`config.mk`:
```
export PLATFORM = sky130hd
export DESIGN_NAME = dcor_div
export DESIGN_NICKNAME = d
export VERILOG_FILES = /design/src/rtl/core/dcor_pkg.sv /design/src/rtl/core/dcor_div.sv
export SDC_FILE = /design/constraint.sdc
export NUM_CORES = 1
export LEC_CHECK = 0
export BUFFER_PORTS_ARGS = -buffer_cell sky130_fd_sc_hd__buf_2
export CORE_MARGIN = 4
export CORE_UTILIZATION = 45
export DETAILED_ROUTE_END_ITERATION = 10
export PLACE_DENSITY = 0.68
export SYNTH_ARGS = -nofsm -noshare
export SYNTH_HDL_FRONTEND = slang
export SYNTH_SLANG_ARGS = --single-unit
```
`constraint.sdc`:
```
create_clock -name clk -period 3.95 [get_ports clk]
set_clock_uncertainty 0.15 [all_clocks]
set_input_delay 0.79 -clock clk [delete_from_list [all_inputs] [get_ports clk]]
set_output_delay 0.79 -clock clk [all_outputs]
set_load 0.005 [all_outputs]
```
`src/rtl/core/dcor_pkg.sv`:
```
`timescale 1ns / 1ps
`default_nettype none

package dcor_pkg;

  localparam int unsigned SUM_W   = 32;
  localparam int unsigned SMP_W   = 16;
  localparam int unsigned LEN_W   = 15;
  localparam int unsigned IDX_W   = 14;
  localparam int unsigned CFG_AW  = 3;
  localparam int unsigned CFG_DW  = 32;

  localparam logic [LEN_W-1:0] LEN_RST = 15'd16384;
  localparam logic [SMP_W-1:0] MIN_RST = 16'hFFFF;

  // register index, taken from paddr[2]
  localparam logic REG_BLOCK_LENGTH = 1'b0;

  localparam logic [1:0] FN_PUSH = 2'd0;
  localparam logic [1:0] FN_READ = 2'd1;
  localparam logic [1:0] FN_NEW  = 2'd2;

  localparam logic [1:0] ST_OK       = 2'd0;
  localparam logic [1:0] ST_FULL     = 2'd1;
  localparam logic [1:0] ST_BAD_READ = 2'd2;

  typedef struct packed {
    logic [1:0]       func;
    logic [31:0]      raw_word;
    logic [IDX_W-1:0] read_index;
  } in_item_t;

  typedef struct packed {
    logic signed [SMP_W-1:0] conditioned_sample;
    logic                    block_complete;
    logic [1:0]              status;
  } out_item_t;

endpackage

`default_nettype wire

```
`src/rtl/core/dcor_div.sv`:
```
`timescale 1ns / 1ps
`default_nettype none

module dcor_div
  import dcor_pkg::*;
#(
  parameter int unsigned CW = 15
) (
  input  wire logic             clk,
  input  wire logic             rst_n,
  input  wire logic             start,
  input  wire logic [SUM_W-1:0] dividend,
  input  wire logic [CW-1:0]    divisor,
  output logic                  done,
  output logic [SUM_W-1:0]      quotient
);

  localparam int unsigned STEP_W = $clog2(SUM_W);

  logic              busy_r, busy_nxt;
  logic              done_r, done_nxt;
  logic [STEP_W-1:0] step_r, step_nxt;
  logic [SUM_W-1:0]  dvd_r, dvd_nxt;
  logic [SUM_W-1:0]  quo_r, quo_nxt;
  logic [CW-1:0]     rem_r, rem_nxt;
  logic [CW-1:0]     dsr_r, dsr_nxt;
  logic [CW:0]       trial;
  logic              fits;

  assign trial = {rem_r, dvd_r[SUM_W-1]};
  assign fits  = trial >= {1'b0, dsr_r};

  always_comb begin
    busy_nxt = busy_r;
    done_nxt = 1'b0;
    step_nxt = step_r;
    dvd_nxt  = dvd_r;
    quo_nxt  = quo_r;
    rem_nxt  = rem_r;
    dsr_nxt  = dsr_r;
    if (start) begin
      busy_nxt = 1'b1;
      step_nxt = '0;
      dvd_nxt  = dividend;
      rem_nxt  = '0;
      dsr_nxt  = divisor;
    end else if (busy_r) begin
      dvd_nxt = {dvd_r[SUM_W-2:0], 1'b0};
      quo_nxt = {quo_r[SUM_W-2:0], fits};
      rem_nxt = fits ? CW'(trial - {1'b0, dsr_r}) : trial[CW-1:0];
      step_nxt = step_r + 1'b1;
      if (step_r == STEP_W'(SUM_W - 1)) begin
        busy_nxt = 1'b0;
        done_nxt = 1'b1;
      end
    end
  end

  always_ff @(posedge clk) begin
    if (!rst_n) begin
      busy_r <= 1'b0;
      done_r <= 1'b0;
      step_r <= '0;
    end else begin
      busy_r <= busy_nxt;
      done_r <= done_nxt;
      step_r <= step_nxt;
    end
    dvd_r <= dvd_nxt;
    quo_r <= quo_nxt;
    rem_r <= rem_nxt;
    dsr_r <= dsr_nxt;
  end

  assign done     = done_r;
  assign quotient = quo_r;

endmodule

`default_nettype wire

```
==> impl_metrics.py, run 1 <==
metrics = {
    "critical_path": {
        "regToRegStartpoint": "dvd_r[31]",
        "crit_family": "compound AO/OA/AOI/OAI gates",
        "cp_slowest_cell": "a311oi_4",
        "rr_worst_depth": 11,
        "critPathMaxFanout": 11,
        "r2r_slack_ns": 1.00,
        "worstSetupPathDepth": 11,
        "rr_endpoint": "rem_r[3]",
        "crit_arrival_ns": 3.02,
        "max_stage_delay_ns": 0.68,
        "cp_data_required_time_ns": 4.02,
        "crit_buf_inv": 2,
        "cp_cell_sequence": "inv_1, ha_1, fa_1, nand2b_1, a21oi_1, a41oi_1, o21ai_0, a311oi_4, buf_4, mux2i_1, a211oi_1",
        "critical_path_class": "reg -> reg",
        "end_kind": "flip-flop",
        "startpoint_type": "flip-flop",
    },
    "placed_design": {
        "dp.cells": 530,
        "portBuffers": 82,
        "dp_hpwl_um": 5840,
        "placed_area_um2": 5010,
        "place_congestion": 0.868,
        "preCtsSetupSlack_ns": 0.998,
    },
    "sta": {
        "relSlewSlack_pct": 52.5,
        "rsz0062_at_grt": "false",
        "fin_hold_ws_ns": 0.303,
        "worst_slew_pin_slew_ns": 0.713,
        "setup_viol": 0,
        "fmax_mhz": 339,
        "min_period_ns": 2.95,
        "slew_viol_final": 0,
        "post-route-period-util_pct": 74.7,
        "worst_slack_ns": 1.00,
        "hold_violations": 0,
        "fin_setup_tns_ns": 0,
    },
    "synth": {
        "synth.most_common_cell": "edfxtp_1",
        "postSynthCellCount": 322,
        "syn_area_per_cell_um2": 13.8,
        "synth.largest_area_cell": "edfxtp_1",
        "synthFlopType": "edfxtp_1",
        "synthTopCellsByCount": "edfxtp_1 (79), mux2_2 (32), inv_1 (23), dfxtp_1 (22), nor2_1 (22)",
        "synth_nets": 390,
        "synth_edf_count": 79,
        "seq_area_frac_synth_pct": 63.5,
        "synth_area_leaders": "edfxtp_1 (54%), dfxtp_1 (9.9%), mux2_2 (8.1%)",
        "ys_warn_count": 0,
        "async_reset_ff_share_pct": 0,
        "synth_top_area_share_pct": 53.5,
        "yosys.cell_types.count": 45,
        "yosys_register_bits": 101,
        "synth_area_um2": 4430,
    },
    "final_layout": {
        "fin_nets": 480,
        "synthToLayoutAreaGrowth_pct": 17.7,
        "fin_area_um2": 5210,
        "drive_gt1_share_pct": 33.4,
        "antennaDiodeCount": 0,
        "fin_util_pct": 55.4,
        "stdcell_count": 545,
    },
    "clock_tree": {
        "htree_levels": 3,
        "cts-root-buf": "clkbuf_8",
        "cts_tree": "yes",
        "worstSkewPairLatency_ns": 0.36,
        "clk_path_buf_depth": 2,
        "ctsHoldBuffers": 0,
        "clock_sinks": 101,
        "cts_setup_buffers": 0,
        "cts_inserted_buffers": 9,
        "cts_resized": 0,
        "clk_pin_slew_ns": 0.09,
    },
    "grt": {
        "grt_max_degree": 57,
        "first_global_vias": 2783,
        "grt_overflow": 0,
        "grt_antenna_before_repair": 0,
        "grt_usage_pct": 15.0,
        "grt_pass1_wl_um": 13400,
    },
    "floorplanning": {
        "die_h_um": 107,
        "std_cell_rows": 35,
        "dieArea_um2": 11500,
        "top_level_ports": 83,
        "initial_core_util_pct": 47.1,
        "core_um2": 9420,
        "dieWidth_um": 107,
    },
    "run_status": {
        "status": "finished clean",
    },
    "hold_path": {
        "hold_end": "quotient[18]",
        "hold_class": "reg -> reg",
        "min-delay-start": "quotient[17]",
        "worstHoldPathCells": 0,
    },
    "detailed_routing": {
        "ant_nets": 0,
        "routed_wl_um": 8250,
        "viasPerCell": 5.12,
        "drt_iter0_markers": 106,
        "drt_pass1_iterations": 4,
        "dr_total_vias": 2793,
        "wire_per_inst_um": 15.1,
        "drc": 0,
    },
    "pwr": {
        "powerDensity_nw_per_um2": 416,
        "finalPower_mw": 2.17,
        "peakVddDrop_v": 0.000352,
        "leakagePower_nw": 2.13,
    },
    "job": {
        "maxCapViolations": 0,
    },
}
==> state kept, by name, summed over array words and instances, names as in the netlist <==
register	flops
step_r	5
dvd_r	32
rem_r	15
busy_r	1
quotient	32
dsr_r	15
done	1
==> logic make-up (layout without fill, tap and decap cells) <==
logic type                 after synthesis  in the layout  share of synthesized area (%)
muxes                                   42             42                           10.4
xor gates and xnor gates                13             13                           2.57
DFF                                    101            101                           63.5
AOI/OAI and AO/OA                       59             59                           9.43
adders and majority gates               18             18                           5.25
buffers and inverters                   34            128                           3.08
and+or+nand+nor                         55             55                           5.79
==> metal layers <==
metal  GRT usage (%)  wire, µm  up-vias
met2            23.6      3810       85
met3            4.82       600       10
met5               0         0        -
li1                -         -     1370
met4            4.47       126        0
met1            19.7      3710     1328
==> worst max-delay path by stage <==
stage,from,endpoint,slack (ns)
6_report,dvd_r[31],rem_r[3],1.00
5_1_grt,dvd_r[31],rem_r[3],0.73
4_1_cts,dvd_r[31],rem_r[3],0.98
3_5_place_dp,dvd_r[31],rem_r[3],1.0
3_3_place_gp,dvd_r[31],rem_r[3],1.11
2_1_floorplan,start,rem_r[10],1.24
==> cell type report <==
type | instances | area, µm²
repair buffers | 89 | 463
well taps | 129 | 161
multi-input cells | 187 | 1480
fillers | 805 | 4200
inverters | 24 | 90.1
clock inverters | 5 | 76.3
clock buffers | 10 | 128
flip-flops and latches | 101 | 2810
==> cells in the final DEF (no fill, tap or decap), types with 6 or more instances in the layout <==
| cell type | instances |
|---|---|
| ha_1 | 17 |
| buf_2 | 82 |
| edfxtp_1 | 79 |
| inv_1 | 23 |
| xor2_1 | 7 |
| o21ai_0 | 11 |
| nor2_1 | 22 |
| clkbuf_8 | 9 |
| mux2i_1 | 10 |
| nand2_1 | 13 |
| buf_4 | 7 |
| a21oi_1 | 11 |
| dfxtp_1 | 22 |
| xnor2_1 | 6 |
| mux2_2 | 32 |
==> where the power goes <==
part | internal [mW] | leakage, nW | switching (mW) | total, mW
Clock | 0.351 | 0.0998 | 0.333 | 0.684
Combinational | 0.114 | 1.08 | 0.128 | 0.242
Sequential | 1.22 | 0.945 | 0.0235 | 1.24
Total | 1.69 | 2.13 | 0.484 | 2.17
Power figures use the tool's default switching activity.
==> run 2, diff against run 1 <==
--- a/config.mk
+++ b/config.mk
@@ -5,11 +5,12 @@
 export SDC_FILE = /design/constraint.sdc
 export NUM_CORES = 1
 export LEC_CHECK = 0
+export ABC_AREA = 1
 export BUFFER_PORTS_ARGS = -buffer_cell sky130_fd_sc_hd__buf_2
 export CORE_MARGIN = 4
 export CORE_UTILIZATION = 45
 export DETAILED_ROUTE_END_ITERATION = 10
-export PLACE_DENSITY = 0.68
+export PLACE_DENSITY = 0.7
 export SYNTH_ARGS = -nofsm -noshare
 export SYNTH_HDL_FRONTEND = slang
 export SYNTH_SLANG_ARGS = --single-unit
==> constraint.sdc (replaced) <==
create_clock -name clk -period 2.7 [get_ports clk]
set_clock_uncertainty 0.15 [all_clocks]
set_input_delay 0.54 -clock clk [delete_from_list [all_inputs] [get_ports clk]]
set_output_delay 0.54 -clock clk [all_outputs]
set_load 0.005 [all_outputs]
==> run 2 against run 1 <==
  * First-iteration DRC count is 120% higher
  * Sequential cell count stayed put
  * Worst setup slack worse by 0.70 ns
  * Largest cell class unchanged
  * Clock-buffer cell count is 2 higher
  * Largest power group unchanged
==> impl_metrics.py, run 2 <==
metrics = {
    "run_status": {
        "status": "finished clean",
    },
    "detailed_routing": {
        "ant_nets": 0,
        "drt_iter0_markers": 233,
        "wire_per_inst_um": 13.0,
        "routed_wl_um": 9860,
        "dr_total_vias": 3586,
        "drt_pass1_iterations": 5,
        "drc": 0,
        "viasPerCell": 4.74,
    },
    "clock_tree": {
        "clock_sinks": 101,
        "cts_resized": 0,
        "ctsHoldBuffers": 0,
        "cts_inserted_buffers": 9,
        "cts-root-buf": "clkbuf_8",
        "clk_path_buf_depth": 2,
        "cts_tree": "yes",
        "worstSkewPairLatency_ns": 0.37,
        "htree_levels": 3,
        "clk_pin_slew_ns": 0.10,
        "cts_setup_buffers": 0,
    },
    "floorplanning": {
        "top_level_ports": 83,
        "dieArea_um2": 12500,
        "initial_core_util_pct": 46.4,
        "std_cell_rows": 37,
        "die_h_um": 112,
        "dieWidth_um": 112,
        "core_um2": 10400,
    },
    "synth": {
        "seq_area_frac_synth_pct": 58.2,
        "synth_area_um2": 4830,
        "yosys.cell_types.count": 29,
        "synth_nets": 598,
        "syn_area_per_cell_um2": 9.12,
        "synth_top_area_share_pct": 49.1,
        "yosys_register_bits": 101,
        "synthFlopType": "edfxtp_1",
        "async_reset_ff_share_pct": 0,
        "synth.most_common_cell": "nand2_1",
        "synthTopCellsByCount": "nand2_1 (215), edfxtp_1 (79), inv_1 (79), nand3_1 (38), dfxtp_1 (22)",
        "synth_area_leaders": "edfxtp_1 (49%), nand2_1 (17%), dfxtp_1 (9.1%)",
        "synth.largest_area_cell": "edfxtp_1",
        "synth_edf_count": 79,
        "postSynthCellCount": 530,
        "ys_warn_count": 0,
    },
    "sta": {
        "rsz0062_at_grt": "false",
        "worst_slack_ns": 0.303,
        "hold_violations": 0,
        "worst_slew_pin_slew_ns": 0.893,
        "fin_setup_tns_ns": 0,
        "min_period_ns": 2.40,
        "fmax_mhz": 417,
        "relSlewSlack_pct": 40.4,
        "post-route-period-util_pct": 88.8,
        "setup_viol": 0,
        "slew_viol_final": 0,
    },
    "critical_path": {
        "critical_path_class": "reg -> reg",
        "crit_top_cell": "nand2_1",
        "cp_data_required_time_ns": 2.80,
        "cp_slowest_cell": "fa_1",
        "crit_family": "simple AND/OR/NAND/NOR gates",
        "r2r_slack_ns": 0.30,
        "startpoint_type": "flip-flop",
        "cp_cell_sequence": "inv_1, ha_1, fa_1, inv_1, nand2_1, nand2_1, nand3_1, nand3_2, nand2_4, nand2_4, nand2_1, nand3_1, o21ai_0",
        "crit_arrival_ns": 2.50,
        "end_kind": "flip-flop",
        "crit_buf_inv": 2,
        "max_stage_delay_ns": 0.41,
        "critPathMaxFanout": 16,
    },
    "grt": {
        "grt_pass1_wl_um": 16600,
        "grt_antenna_before_repair": 0,
        "grt_usage_pct": 16.2,
        "grt_max_degree": 48,
        "first_global_vias": 3521,
        "grt_overflow": 0,
    },
    "job": {
        "maxCapViolations": 0,
    },
    "pwr": {
        "powerDensity_nw_per_um2": 543,
        "leakagePower_nw": 2.75,
        "peakVddDrop_v": 0.000399,
    },
    "hold_path": {
        "hold_class": "in -> reg",
    },
    "placed_design": {
        "dp_hpwl_um": 7060,
        "portBuffers": 82,
        "place_congestion": 0.942,
        "preCtsSetupSlack_ns": 0.335,
    },
    "final_layout": {
        "drive_gt1_share_pct": 17.9,
        "layout_common_cells": "nand2_1 (215), buf_2 (82), inv_1 (79), edfxtp_1 (79), nand3_1 (38)",
        "layout_commonest_cell": "nand2_1",
        "synthToLayoutAreaGrowth_pct": 15.7,
        "fin_nets": 683,
        "antennaDiodeCount": 0,
    },
}
run 2: layout make-up:
type                       instances  area [µm²]
timing repair buffer              86         465
tap                              136         170
clock buffer                      12         135
clock inverter                     4        51.3
inverter                          79         297
multi-input combinational        338        1660
sequential                       101        2810
fill                             971        4820
run 2: final timing paths:
kind | start | end | depth (start not counted)
worst min register to register | quotient[13] | quotient[14] | 0
worst max-delay path | dvd_r[31] | rem_r[0] | 13
worst max register to register | dvd_r[31] | rem_r[0] | 13
worst min-delay path | divisor[5] | dsr_r[5] | 1
run 2: cells by family (layout without fill, tap and decap cells):
family	after synthesis	in the layout	synth area share, %
simple gates	297	297	26.2
flops	101	101	58.2
buf+inv	91	181	7.58
fa+ha+maj	18	18	4.81
compound gates	17	17	2.07
xor+xnor	6	6	1.09
run 2: metrics by stage:
step	hold WS [ns]	instance area, µm²	util [%]	instances	power [mW]
4_1_cts	0.177	5590	53.7	756	3.07
5_1_grt	0.161	5590	53.7	756	3.18
6_report	0.192	5590	53.7	756	3.04
2_1_floorplan	0.294	4830	-	530	2.02
3_5_place_dp	0.279	5410	51.9	740	2.14
3_3_place_gp	0.276	5410	51.9	740	2.13
run 2: routing by layer:
| metal | wire length [µm] | up-vias | track usage, % |
|---|---|---|---|
| li1 | - | 1867 | - |
| met4 | 157 | 0 | 5.35 |
| met5 | 0 | - | 0 |
| met3 | 547 | 17 | 5.05 |
| met2 | 4720 | 101 | 26.8 |
| met1 | 4430 | 1601 | 20.2 |
run 2: power breakdown:
part | internal, mW | switching [mW] | leakage [nW]
Combinational | 0.111 | 0.182 | 1.71
Sequential | 1.78 | 0.0303 | 0.950
Clock | 0.430 | 0.505 | 0.0906
