<file path="src/rtl/core/dcor_pkg.sv">
`timescale 1ns / 1ps
`default_nettype none

package dcor_pkg;

  localparam int unsigned SUM_W   = 32;
  localparam int unsigned SMP_W   = 16;
  localparam int unsigned LEN_W   = 15;
  localparam int unsigned IDX_W   = 14;
  localparam int unsigned CFG_AW  = 3;
  localparam int unsigned CFG_DW  = 32;

  localparam logic [LEN_W-1:0] LEN_RST = 15'd16384;
  localparam logic [SMP_W-1:0] MIN_RST = 16'hFFFF;

  // register index, taken from paddr[2]
  localparam logic REG_BLOCK_LENGTH = 1'b0;

  localparam logic [1:0] FN_PUSH = 2'd0;
  localparam logic [1:0] FN_READ = 2'd1;
  localparam logic [1:0] FN_NEW  = 2'd2;

  localparam logic [1:0] ST_OK       = 2'd0;
  localparam logic [1:0] ST_FULL     = 2'd1;
  localparam logic [1:0] ST_BAD_READ = 2'd2;

  typedef struct packed {
    logic [1:0]       func;
    logic [31:0]      raw_word;
    logic [IDX_W-1:0] read_index;
  } in_item_t;

  typedef struct packed {
    logic signed [SMP_W-1:0] conditioned_sample;
    logic                    block_complete;
    logic [1:0]              status;
  } out_item_t;

endpackage

`default_nettype wire

</file>
<file path="src/rtl/core/dcor_apb.sv">
`timescale 1ns / 1ps
`default_nettype none

module dcor_apb
  import dcor_pkg::*;
(
  input  wire logic              clk,
  input  wire logic              rst_n,
  input  wire logic              psel,
  input  wire logic              penable,
  input  wire logic              pwrite,
  input  wire logic [CFG_AW-1:0] paddr,
  input  wire logic [CFG_DW-1:0] pwdata,
  output logic      [CFG_DW-1:0] prdata,
  output logic                   pready,
  output logic      [LEN_W-1:0]  block_length
);

  logic [LEN_W-1:0] len_r, len_nxt;
  logic             wr_len;

  assign pready = 1'b1;
  assign wr_len = psel && penable && pwrite && (paddr[2] == REG_BLOCK_LENGTH);

  always_comb begin
    len_nxt = len_r;
    if (wr_len) begin
      len_nxt = pwdata[LEN_W-1:0];
    end
  end

  always_ff @(posedge clk) begin
    if (!rst_n) begin
      len_r <= LEN_RST;
    end else begin
      len_r <= len_nxt;
    end
  end

  assign prdata       = (paddr[2] == REG_BLOCK_LENGTH) ? CFG_DW'(len_r) : '0;
  assign block_length = len_r;

endmodule

`default_nettype wire

</file>
<file path="config.mk">
export PLATFORM = sky130hd
export DESIGN_NAME = dcor_apb
export DESIGN_NICKNAME = d
export VERILOG_FILES = /design/src/rtl/core/dcor_pkg.sv /design/src/rtl/core/dcor_apb.sv
export SDC_FILE = /design/constraint.sdc
export NUM_CORES = 1
export LEC_CHECK = 0
export CAP_MARGIN = 5
export CORE_UTILIZATION = 49
export CTS_CLUSTER_DIAMETER = 100
export DETAILED_ROUTE_END_ITERATION = 6
export DONT_BUFFER_PORTS = 1
export SLEW_MARGIN = 5
export SYNTH_ARGS = -nofsm -noshare
export SYNTH_HDL_FRONTEND = slang
export SYNTH_SLANG_ARGS = --single-unit
</file>
<file path="constraint.sdc">
create_clock -name clk -period 1.6 [get_ports clk]
set_clock_uncertainty 0.05 [all_clocks]
set_input_delay 0.08 -clock clk [delete_from_list [all_inputs] [get_ports clk]]
set_output_delay 0.08 -clock clk [all_outputs]
set_load 0.05 [all_outputs]
</file>
==> results of run 1 <==
-- synth_stat cells, drive strengths merged --
cell,count,share of area [%]
and2b,5,5.0
and4b,1,1.1
buf,20,19
clkbuf,4,1.7
conb,2,0.86
dfxtp,15,34
mux2i,15,17
nand2,28,12
nor2b,12,8.6
-- cell type report --
class,instances,area share [%]
tap,16,1.621
clock buffer,3,1.824
clock inverter,1,0.4053
multi-input combinational,79,36.58
sequential,15,24.32
timing repair buffer,50,35.26
-- routing by layer --
layer	vias to the layer above	track usage [%]
met5	-	0
met4	0	11.52
met3	4	4.490
met2	45	37.06
met1	335	24.31
li1	372	-
-- through the flow --
| stage | utilization [%] | total power, W | hold slack, ns | cell area, µm² |
|---|---|---|---|---|
| 5_1_grt | 78.33 | 0.0008849 | 0.2175 | 1235 |
| 2_1_floorplan | - | 0.0006155 | 0.1722 | 933.4 |
| 3_3_place_gp | 61.35 | 0.0005864 | 0.1762 | 967.2 |
| 4_1_cts | 78.33 | 0.0008567 | 0.2032 | 1235 |
| 3_5_place_dp | 61.35 | 0.0005876 | 0.1793 | 967.2 |
| 6_report | 78.33 | 0.0008493 | 0.2216 | 1235 |
-- critical path: cells and delay by family --
kind,cells,cell delay (ns)
AND/OR/NAND/NOR,1,0.21
multiplexers,1,0.07
buffers and inverters,1,1.01
-- worst max-delay path by stage --
stage,slack [ns],end,start,cells past startpoint
after floorplan,0.06,prdata[10],block_length[10]$_SDFFE_PN0P_,1
after global placement,0.46,block_length[13]$_SDFFE_PN0P_,paddr[2],3
after detailed placement,0.45,block_length[2]$_SDFFE_PN0P_,paddr[2],3
after CTS,0.33,block_length[14]$_SDFFE_PN1P_,rst_n,3
after global routing,0.21,block_length[14]$_SDFFE_PN1P_,rst_n,3
final,0.34,block_length[14]$_SDFFE_PN1P_,rst_n,3
-- where the power goes --
part / internal [W] / switching, W / total (W)
registers: 0.000381 / 0.00000494 / 0.000386
clock network: 0.0000926 / 0.000122 / 0.000215
logic: 0.0000717 / 0.000176 / 0.000248
total: 0.000546 / 0.000304 / 0.000849
-- cell families after synthesis --
group | count (synthesis)
buffers and inverters | 24
flip-flops | 15
multiplexers | 15
other | 2
AND/OR/NAND/NOR | 46
==> implementation parameters, run 1 <==
Parameter                              Value

Floorplanning
  Core outline area ... ~0.0016 mm²
  Horiz. Die Dim ... between 40 and 50 µm
  Number of I/O pins ... 88
  Die Y ... 44.22 µm
  Starting utilization of the core area ... around 55%
  Area of the die ... between 0.0015 and 0.002 mm²
  Core Rows ... 14

Cells and area
  Non-filler instance count after layout ... between 150 and 200
  Most frequent cells in the layout ... nand2_1, buf_4, dlygate4sd3_1
  N_diodes ... 0
  Proportion of layout cells with a drive suffix above 1 ... between 20% and 30%
  Most common cell after layout, fill and taps aside ... nand2_1
  Area taken by multi-input logic gates ... approximately 450 µm²
  Post-synthesis to final-layout area growth ... 41.40%
  Reg area ... between 300 and 400 µm²
  Fill count ... roughly 120
  Largest register FFs ... 15
  Nets ... 189

Clock tree
  TritonCTS clock tree ... yes
  Clock latency on the worst-skew pair ... about 0.28 ns
  Sink Count ... 15
  Buffer depth of the longest clock path ... 2
  Buffer count from post-CTS setup fixing ... 0
  Number of gates given a new drive strength after cts ... 0
  CTS Root Buffer Type ... clkbuf_4
  Number of buffers inserted during clock tree synthesis ... 3
  H-tree Lvls ... 1
  CTS Hold Buffers Added ... 24
  Register clock-pin slew on the reported worst setup and hold paths ... roughly 0.090 ns

Placement
  Number of placed cells counting well taps ... 136
  Hpwl dp ... about 1100 µm
  Buffers on Ports ... 0
  Final estimated routing congestion in global placement ... just over 0.6
  Worst slack at placement ... between 0.4 and 0.5 ns

Detailed routing
  WL met3 ... between 100 and 150 µm
  Vias after detailed routing ... 756
  Post-detailed-routing wire length ... roughly 1900 µm
  Via density per instance ... approximately 4.6
  Met2 layer wire length in the routed design ... between 1000 and 1500 µm
  Mean routed wirelength per cell ... between 10 and 15 µm
  Count of nets left with antenna violations after detail routing ... 0
  Length of the first detailed-routing pass in iterations ... 7
  DRC marker count from the first detailed-route iteration ... 13
  Number of remaining DRC errors ... 3
  Uppermost layer routed ... met4
  Wire length the detailed router placed on met1 ... 741 µm

Worst hold path
  Number of cells traversed by the worst hold path ... 2
  Capture endpoint of the worst hold path ... block_length[12]$_SDFFE_PN0P_
  Type of the most critical hold path ... in -> reg
  Hold path startpoint ... penable

Global routing
  Antenna violations before repair ... 0
  Total track usage ... between 20% and 30%
  First-pass GRT wire length ... just over 3000 µm
  Remaining global-route overflow ... 0
  Via count of the first global-routing pass ... roughly 690
  Largest net degree at the start of global routing ... 23

Yosys
  Dominant combinational cell family by area after synthesis ... simple AND/OR/NAND/NOR gates
  Post-synthesis compound-gate area fraction ... 0%
  Fraction of the mapped netlist area in simple logic gates ... 26.79%
  Proportion of synthesized chip area in sequential cells ... between 30% and 40%
  Average cell area after synthesis ... ~8.6 µm²
  Share of cell area taken by muxes after synthesis ... 17.19%
  Total standard cell area after synthesis ... 873.3 µm²
  Yosys warning count ... 0
  Unique cell type count in the Yosys netlist ... 11
  Post-Synthesis Cells ... just over 100
  Area share of xor/xnor cells in the synthesized design ... 0%
  Number of register bits inferred by synthesis ... 15
  Post-synthesis share of cell area spent on full adders, half adders and majority gates ... 0%

Worst setup path
  Critical path launch point type ... primary input
  Worst-path cell chain ... dlygate4sd3_1 > nor2b_1 > mux2i_1
  CP max stage delay ... between 1 and 1.5 ns
  Worst R2R Setup Slack ... approximately 0.7 ns
  Crit Path Category ... in -> reg
  Slowest cell on crit path ... dlygate4sd3_1
  Depth of the worst register-to-register path ... 3
  Endpoint of the worst register-to-register path ... block_length[11]$_SDFFE_PN0P_
  Type of destination of the critical path ... register
  Data required time of the critical path ... around 1.7 ns
  Highest fanout seen on the critical path ... 22
  Worst reg2reg startpoint ... block_length[11]$_SDFFE_PN0P_
  Arrival time reported for the critical path endpoint ... ~1.4 ns

Run status
  Status ... finished, violations left
  Violated checks ... DRC

STA
  Worst setup margin ... around 0.34 ns
  Max Clock Freq ... between 0.7 and 0.8 GHz
  Hold Fails Final Rpt ... 0
  Relative slew margins ... around half
  Final worst path period need ... between 1 and 1.5 ns
  Finish-stage setup viols ... 0
  Final max-slew violation count ... 0
  Slew @ Worst Pin ... 0.7266 ns
  RSZ-0062 raised after global routing ... no
  Share of the clock period used by the worst path after layout ... roughly four fifths
  Post-Route Setup TNS ... 0 ns

Power and ir drop
  Leakage component of the power ... 0.5628 nW
  Max IR drop VDD ... around 0.49 mV
  Power density over the cells ... roughly 700 mW/mm²

Flow run
  Maximum Capacitance Violations ... 0
No activity file was read; power rests on OpenSTA's default activity.
==> run 2, diff against run 1 <==
==> constraint.sdc (replaced) <==
create_clock -name clk -period 1.25 [get_ports clk]
set_clock_uncertainty 0.05 [all_clocks]
set_input_delay 0.0625 -clock clk [delete_from_list [all_inputs] [get_ports clk]]
set_output_delay 0.0625 -clock clk [all_outputs]
set_load 0.05 [all_outputs]
==> run 2 against run 1 <==
Against the previous run:
- the flow still finishes with violations (DRC)
- setup slack worse by 0.28 ns
- cell area up 10%
- sequential power increased by 28%
- critical path type unchanged
- largest power group unchanged
==> implementation parameters, run 2 (synthesized netlist as in run 1, its figures left out) <==
Parameter                              Value

Run status
  Status ... finished, violations left
  Violated checks ... DRC

Global routing
  Antenna violations before repair ... 0 (unchanged)
  Total track usage ... 23.77% (+2.4 points)
  First-pass GRT wire length ... 3436 µm (+12%)
  Remaining global-route overflow ... 0 (unchanged)
  Via count of the first global-routing pass ... 746 (+8.0%)
  Largest net degree at the start of global routing ... 17 (-26%)

STA
  Final max-slew violation count ... 0 (unchanged)
  Max Clock Freq ... roughly 0.84 GHz
  Slew @ Worst Pin ... 0.5631 ns (-0.1634 ns)
  Post-Route Setup TNS ... 0 ns (unchanged)
  Finish-stage setup viols ... 0 (unchanged)
  Final worst path period need ... 1.187 ns
  RSZ-0062 raised after global routing ... no
  Hold Fails Final Rpt ... 0 (unchanged)
  Share of the clock period used by the worst path after layout ... between 90% and 100%
  Relative slew margins ... 62.33% (+11 points)

Power and ir drop
  Power density over the cells ... 825.9 mW/mm² (+20%)
  Sum of internal, switching and leakage power ... 0.001125 W (+33%)
  Flop pwr share ... 44.1% (-1.4 points)
  P_sw ... 0.0004067 W (+34%)
  Combinational group share of total power ... 29.9% (+0.7 points)
  Leakage component of the power ... 0.5490 nW (-2.4%)
  Max IR drop VDD ... 1.084 mV (+120%)
  Int Pwr ... 0.0007187 W (+32%)
  Share of power burned in the clock network ... 26.0% (+0.7 points)
  Proportion of total power due to net switching ... 36.14% (+0.38 points)

Worst setup path
  Crit Path Category ... in -> reg
  Data required time of the critical path ... 1.38 ns (-0.33 ns)
  Endpoint of the worst register-to-register path ... block_length[1]$_SDFFE_PN0P_
  Slowest cell on crit path ... dlygate4sd3_1
  Arrival time reported for the critical path endpoint ... 1.32 ns (-0.05 ns)
  Critical path's most frequent cell ... dlygate4sd3_1
  Highest fanout seen on the critical path ... 1 (-95%)
  Type of destination of the critical path ... register
  Worst-path cell chain ... dlygate4sd3_1 > nor2b_1 > dlygate4sd3_1 > mux2i_1
  Worst reg2reg startpoint ... block_length[1]$_SDFFE_PN0P_
  Worst R2R Setup Slack ... 0.07 ns (-0.62 ns)
  CP max stage delay ... 0.55 ns (-0.46 ns)
  Critical path launch point type ... primary input
  Depth of the worst register-to-register path ... 3 (unchanged)

Detailed routing
  Post-detailed-routing wire length ... 2269 µm (+18%)
  Count of nets left with antenna violations after detail routing ... 0 (unchanged)
  Length of the first detailed-routing pass in iterations ... 6 (-1)
  WL met3 ... 178 µm (+32%)
  Met2 layer wire length in the routed design ... 1162 µm (+15%)
  DRC marker count from the first detailed-route iteration ... 13 (unchanged)
  Mean routed wirelength per cell ... 13.92 µm (+19%)
  Wire length the detailed router placed on met1 ... 881 µm (+19%)
  Uppermost layer routed ... met4
  Via density per instance ... 4.761 (+3.3%)
  Vias after detailed routing ... 776 (+2.6%)
  Number of remaining DRC errors ... 5 (+2)

Placement
  Hpwl dp ... 1145 µm (+6.9%)
  Final estimated routing congestion in global placement ... 0.6157 (-1.0%)
  Buffers on Ports ... 0 (unchanged)

Clock tree
  Register clock-pin slew on the reported worst setup and hold paths ... 0.10 ns (about the same)
  TritonCTS clock tree ... yes
  H-tree Lvls ... 1 (unchanged)
  Buffer depth of the longest clock path ... 2 (unchanged)
  Clock latency on the worst-skew pair ... 0.28 ns (about the same)
  CTS Root Buffer Type ... clkbuf_4
  Sink Count ... 15 (unchanged)
  Number of buffers inserted during clock tree synthesis ... 3 (unchanged)

Floorplanning
  Die Y ... 44.22 µm (unchanged)
  Core Rows ... 14 (unchanged)
  Horiz. Die Dim ... 44.22 µm (unchanged)
  Core outline area ... 0.001577 mm² (unchanged)
  Number of I/O pins ... 88 (unchanged)
  Starting utilization of the core area ... 55.40% (unchanged)
  Area of the die ... 0.001955 mm² (unchanged)

Cells and area
  Largest register FFs ... 15 (unchanged)
  Most frequent cells in the layout ... dlygate4sd3_1, nand2_1, conb_1
  N_diodes ... 0 (unchanged)
  Proportion of layout cells with a drive suffix above 1 ... 26.53% (+2.9 points)
  Post-synthesis to final-layout area growth ... 56.02%
  Most common cell after layout, fill and taps aside ... dlygate4sd3_1
  Nets ... 188 (-0.53%)

Flow run
  Maximum Capacitance Violations ... 0 (unchanged)

Worst hold path
  Type of the most critical hold path ... in -> out
  Number of cells traversed by the worst hold path ... 1 (-1)
  Hold path startpoint ... paddr[2]
  Capture endpoint of the worst hold path ... prdata[11]
## run 2: cell count changes in the layout (fill, tap and decap cells not counted), sizes merged
cell	change
clkinvlp	+1
buf	-8
dlygate4sd3	+7
clkinv	-1
## run 2: critical path: cells and delay by family
kind                   cells  cell delay [ns]
multiplexers               1             0.06
AND/OR/NAND/NOR            1             0.10
buffers and inverters      2             1.09
## run 2: per-layer routing
metal  vias to the layer above  global-route usage, %
met4                         0                  6.061
li1                        370                      -
met5                         -                      0
met2                        52                  47.06
met1                       350                  25.19
met3                         4                  4.490
## run 2: what timing repair did
item                       in CTS  in global routing
hold endpoints to repair       15                  1
setup endpoints to repair       0                  3
gates resized for setup         0                  2
hold buffers                   31                  1
setup buffers                   0                  0
## run 2: how the worst max path moves through the flow
stage,startpoint,endpoint,slack (ns)
4_1_cts,block_length[1]$_SDFFE_PN0P_,block_length[1]$_SDFFE_PN0P_,0.06
6_report,pwdata[14],block_length[14]$_SDFFE_PN1P_,0.06
2_1_floorplan,block_length[10]$_SDFFE_PN0P_,prdata[10],0.09
5_1_grt,block_length[1]$_SDFFE_PN0P_,block_length[1]$_SDFFE_PN0P_,0.02
3_5_place_dp,paddr[2],block_length[13]$_SDFFE_PN0P_,0.40
3_3_place_gp,paddr[2],block_length[13]$_SDFFE_PN0P_,0.42
## run 2: cell type report
cell class,count,area (µm²)
clock buffer,3,22.52
clock inverter,1,7.507
fill,90,214.0
multi-input combinational,79,526.8
sequential,15,302.8
tap,16,20.02
timing repair buffer,49,483.0
## run 2: metrics by stage
stage / setup slack [ns] / hold WS [ns] / cells / cell area (µm²) / utilization (%)
floorplan: 0.08967 / 0.1547 / 118 / 1008 / -
global placement: 0.4217 / 0.1380 / 128 / 1020 / 64.68
detailed placement: 0.4020 / 0.1364 / 128 / 1020 / 64.68
CTS: 0.06044 / 0.1365 / 163 / 1360 / 86.27
global route: 0.01967 / 0.1363 / 163 / 1363 / 86.43
finish: 0.06321 / 0.1353 / 163 / 1363 / 86.43
## run 2: power by group through the flow
| stage | sequential, W | combinational (W) | clock, W |
|---|---|---|---|
| after floorplan | 0.000543 | 0.000260 | 0 |
| after global placement | 0.000505 | 0.000252 | 0 |
| after detailed placement | 0.000506 | 0.000253 | 0 |
| after CTS | 0.000495 | 0.000332 | 0.000296 |
| after global routing | 0.000497 | 0.000351 | 0.000319 |
| final | 0.000496 | 0.000337 | 0.000293 |
==> run 3, diff against run 2 <==
--- a/config.mk
+++ b/config.mk
@@ -6,7 +6,7 @@
 export NUM_CORES = 1
 export LEC_CHECK = 0
 export CAP_MARGIN = 5
-export CORE_UTILIZATION = 49
+export CORE_UTILIZATION = 35
 export CTS_CLUSTER_DIAMETER = 100
 export DETAILED_ROUTE_END_ITERATION = 6
 export DONT_BUFFER_PORTS = 1
==> run 3 against run 2 <==
Against the previous run:
- register-to-register slack about the same
- total power down 1.4%
- the flow now finishes without violations
- first-iteration DRC count down 100%
==> implementation parameters, run 3 (synthesized netlist as in run 1, its figures left out) <==
Parameter                              Value

STA
  Max Clock Freq ... 0.8406 GHz (-0.24%)
  Final max-slew violation count ... 0 (unchanged)
  Relative slew margins ... 53.09% (-9.2 points)
  Post-Route Setup TNS ... 0 ns (unchanged)
  Hold Fails Final Rpt ... 0 (unchanged)
  RSZ-0062 raised after global routing ... no
  Share of the clock period used by the worst path after layout ... 95.17% (+0.23 points)
  Finish-stage setup viols ... 0 (unchanged)
  Slew @ Worst Pin ... 0.7036 ns (+0.1405 ns)
  Final worst path period need ... 1.190 ns (+0.002869 ns)
  Smallest hold slack ... 0.1354 ns (+0.00005500 ns)

Worst setup path
  Highest fanout seen on the critical path ... 1 (unchanged)
  Critical path's most frequent cell ... dlygate4sd3_1
  Slowest cell on crit path ... dlygate4sd3_1
  Data required time of the critical path ... 1.41 ns (+0.03 ns)
  Worst-path cell chain ... dlygate4sd3_1 > nand2_1 > dlygate4sd3_1 > mux2i_1
  Critical path launch point type ... primary input
  Worst reg2reg startpoint ... block_length[0]$_SDFFE_PN0P_
  Arrival time reported for the critical path endpoint ... 1.35 ns (+0.03 ns)
  Setup crit start ... pwdata[8]
  Type of destination of the critical path ... register
  Top Family by Delay on Critical Path ... buffers and inverters
  Crit Path Category ... in -> reg
  CP Buf/Inv Count ... 2 (unchanged)
  CP max stage delay ... 0.56 ns (about the same)

Global routing
  Total track usage ... 16.88% (-6.9 points)
  Largest net degree at the start of global routing ... 20 (+3)
  Via count of the first global-routing pass ... 769 (+3.1%)
  Remaining global-route overflow ... 0 (unchanged)
  Antenna violations before repair ... 0 (unchanged)
  First-pass GRT wire length ... 3325 µm (-3.2%)

Detailed routing
  DRC marker count from the first detailed-route iteration ... 0 (-13)
  Post-detailed-routing wire length ... 2073 µm (-8.6%)
  Via density per instance ... 4.357 (-8.5%)
  Uppermost layer routed ... met3
  Length of the first detailed-routing pass in iterations ... 1 (-5)
  WL met3 ... 169 µm (-5.1%)
  Mean routed wirelength per cell ... 12.12 µm (-13%)
  Met2 layer wire length in the routed design ... 1040 µm (-10%)
  Wire length the detailed router placed on met1 ... 863 µm (-2.0%)
  Count of nets left with antenna violations after detail routing ... 0 (unchanged)
  Vias after detailed routing ... 745 (-4.0%)
  Number of remaining DRC errors ... 0 (-5)

Run status
  Status ... complete, no violations

Placement
  Number of placed cells counting well taps ... 140 (+9.4%)
  Buffers on Ports ... 0 (unchanged)
  Final estimated routing congestion in global placement ... 0.6273 (+1.9%)
  Hpwl dp ... 1233 µm (+7.6%)

Worst hold path
  Type of the most critical hold path ... in -> out
  Hold path startpoint ... paddr[2]

Cells and area
  Nets ... 184 (-2.1%)
  Non-filler instance count after layout ... 171 (+4.9%)
  Proportion of layout cells with a drive suffix above 1 ... 25.87% (-0.66 points)
  Most frequent cells in the layout ... nand2_1, dlygate4sd3_1, conb_1
  N_diodes ... 0 (unchanged)
  Most common cell after layout, fill and taps aside ... nand2_1
  Largest register FFs ... 15 (unchanged)
  Post-synthesis to final-layout area growth ... 52.87%

Clock tree
  H-tree Lvls ... 1 (unchanged)
  Register clock-pin slew on the reported worst setup and hold paths ... 0.09 ns (about the same)
  Buffer depth of the longest clock path ... 2 (unchanged)
  Sink Count ... 15 (unchanged)
  Clock latency on the worst-skew pair ... 0.28 ns (about the same)
  Buffer count from post-CTS setup fixing ... 0 (unchanged)
  CTS Root Buffer Type ... clkbuf_4
  TritonCTS clock tree ... yes
  Number of buffers inserted during clock tree synthesis ... 3 (unchanged)

Floorplanning
  Horiz. Die Dim ... 51.95 µm (+17%)
  Core Rows ... 17 (+3)
  Number of I/O pins ... 88 (unchanged)
  Core outline area ... 0.002276 mm² (+44%)
  Area of the die ... 0.002699 mm² (+38%)
  Starting utilization of the core area ... 38.37% (-17 points)
  Die Y ... 51.95 µm (+17%)

Flow run
  Maximum Capacitance Violations ... 0 (unchanged)

Power and ir drop
  Power density over the cells ... 830.8 mW/mm² (+0.60%)
  Sum of internal, switching and leakage power ... 0.001109 W (-1.4%)
  Max IR drop VDD ... 0.6439 mV (-41%)
  Leakage component of the power ... 0.5445 nW (-0.83%)
-- run 3: cell count changes in the layout (fill, tap and decap cells not counted), sizes merged --
cell / delta
clkbuf: +1
clkinvlp: -1
dlygate4sd3: -5
dlymetal6s4s: +1
-- run 3: layer usage --
metal / GRT usage (%) / vias to the layer above
met5: 0 / -
met4: 5.405 / 0
met3: 4.386 / 0
met2: 32.48 / 45
met1: 17.28 / 340
li1: - / 360
-- run 3: path summary, 6_finish.rpt --
path | to | slack, ns | cells past startpoint
worst max register to register | block_length[0]$_SDFFE_PN0P_ | 0.07 | 3
worst min-delay path | prdata[13] | 0.14 | 1
worst max-delay path | block_length[8]$_SDFFE_PN0P_ | 0.06 | 4
worst min register to register | block_length[12]$_SDFFE_PN0P_ | 0.43 | 2
-- run 3: area by class of cell --
type	instances	area (µm²)
clock buffers	4	26.28
fillers	199	940.9
multi-input cells	79	526.8
flip-flops and latches	15	301.5
well taps	28	35.03
repair buffers	45	445.4
-- run 3: power by group --
part           leakage (nW)  internal [W]  total [W]  switching, W
Combinational         0.408      0.000103   0.000331      0.000228
Clock                0.0150      0.000124   0.000284      0.000160
Sequential            0.122      0.000488   0.000495    0.00000638
-- run 3: per-stage QoR --
step / util, % / setup WS (ns) / cell area, µm²
final: 58.66 / 0.06034 / 1335
after global placement: 45.46 / 0.4244 / 1035
after detailed placement: 45.46 / 0.3528 / 1035
after floorplan: - / 0.08967 / 1008
after CTS: 58.49 / 0.02773 / 1331
after global routing: 58.66 / 0.007604 / 1335
-- run 3: repair_timing --
action,4_1_cts,5_1_grt
setup endpoints to repair,0,5
endpoints found under the hold margin,15,0
resized for setup,0,2
hold buffers,27,0
-- run 3: worst reg2reg max path, stage by stage, from the launching register on --
cell and delay (ns):
dfxtp_2 0.35, nand2_1 0.05, dlygate4sd3_1 0.55, mux2i_1 0.12
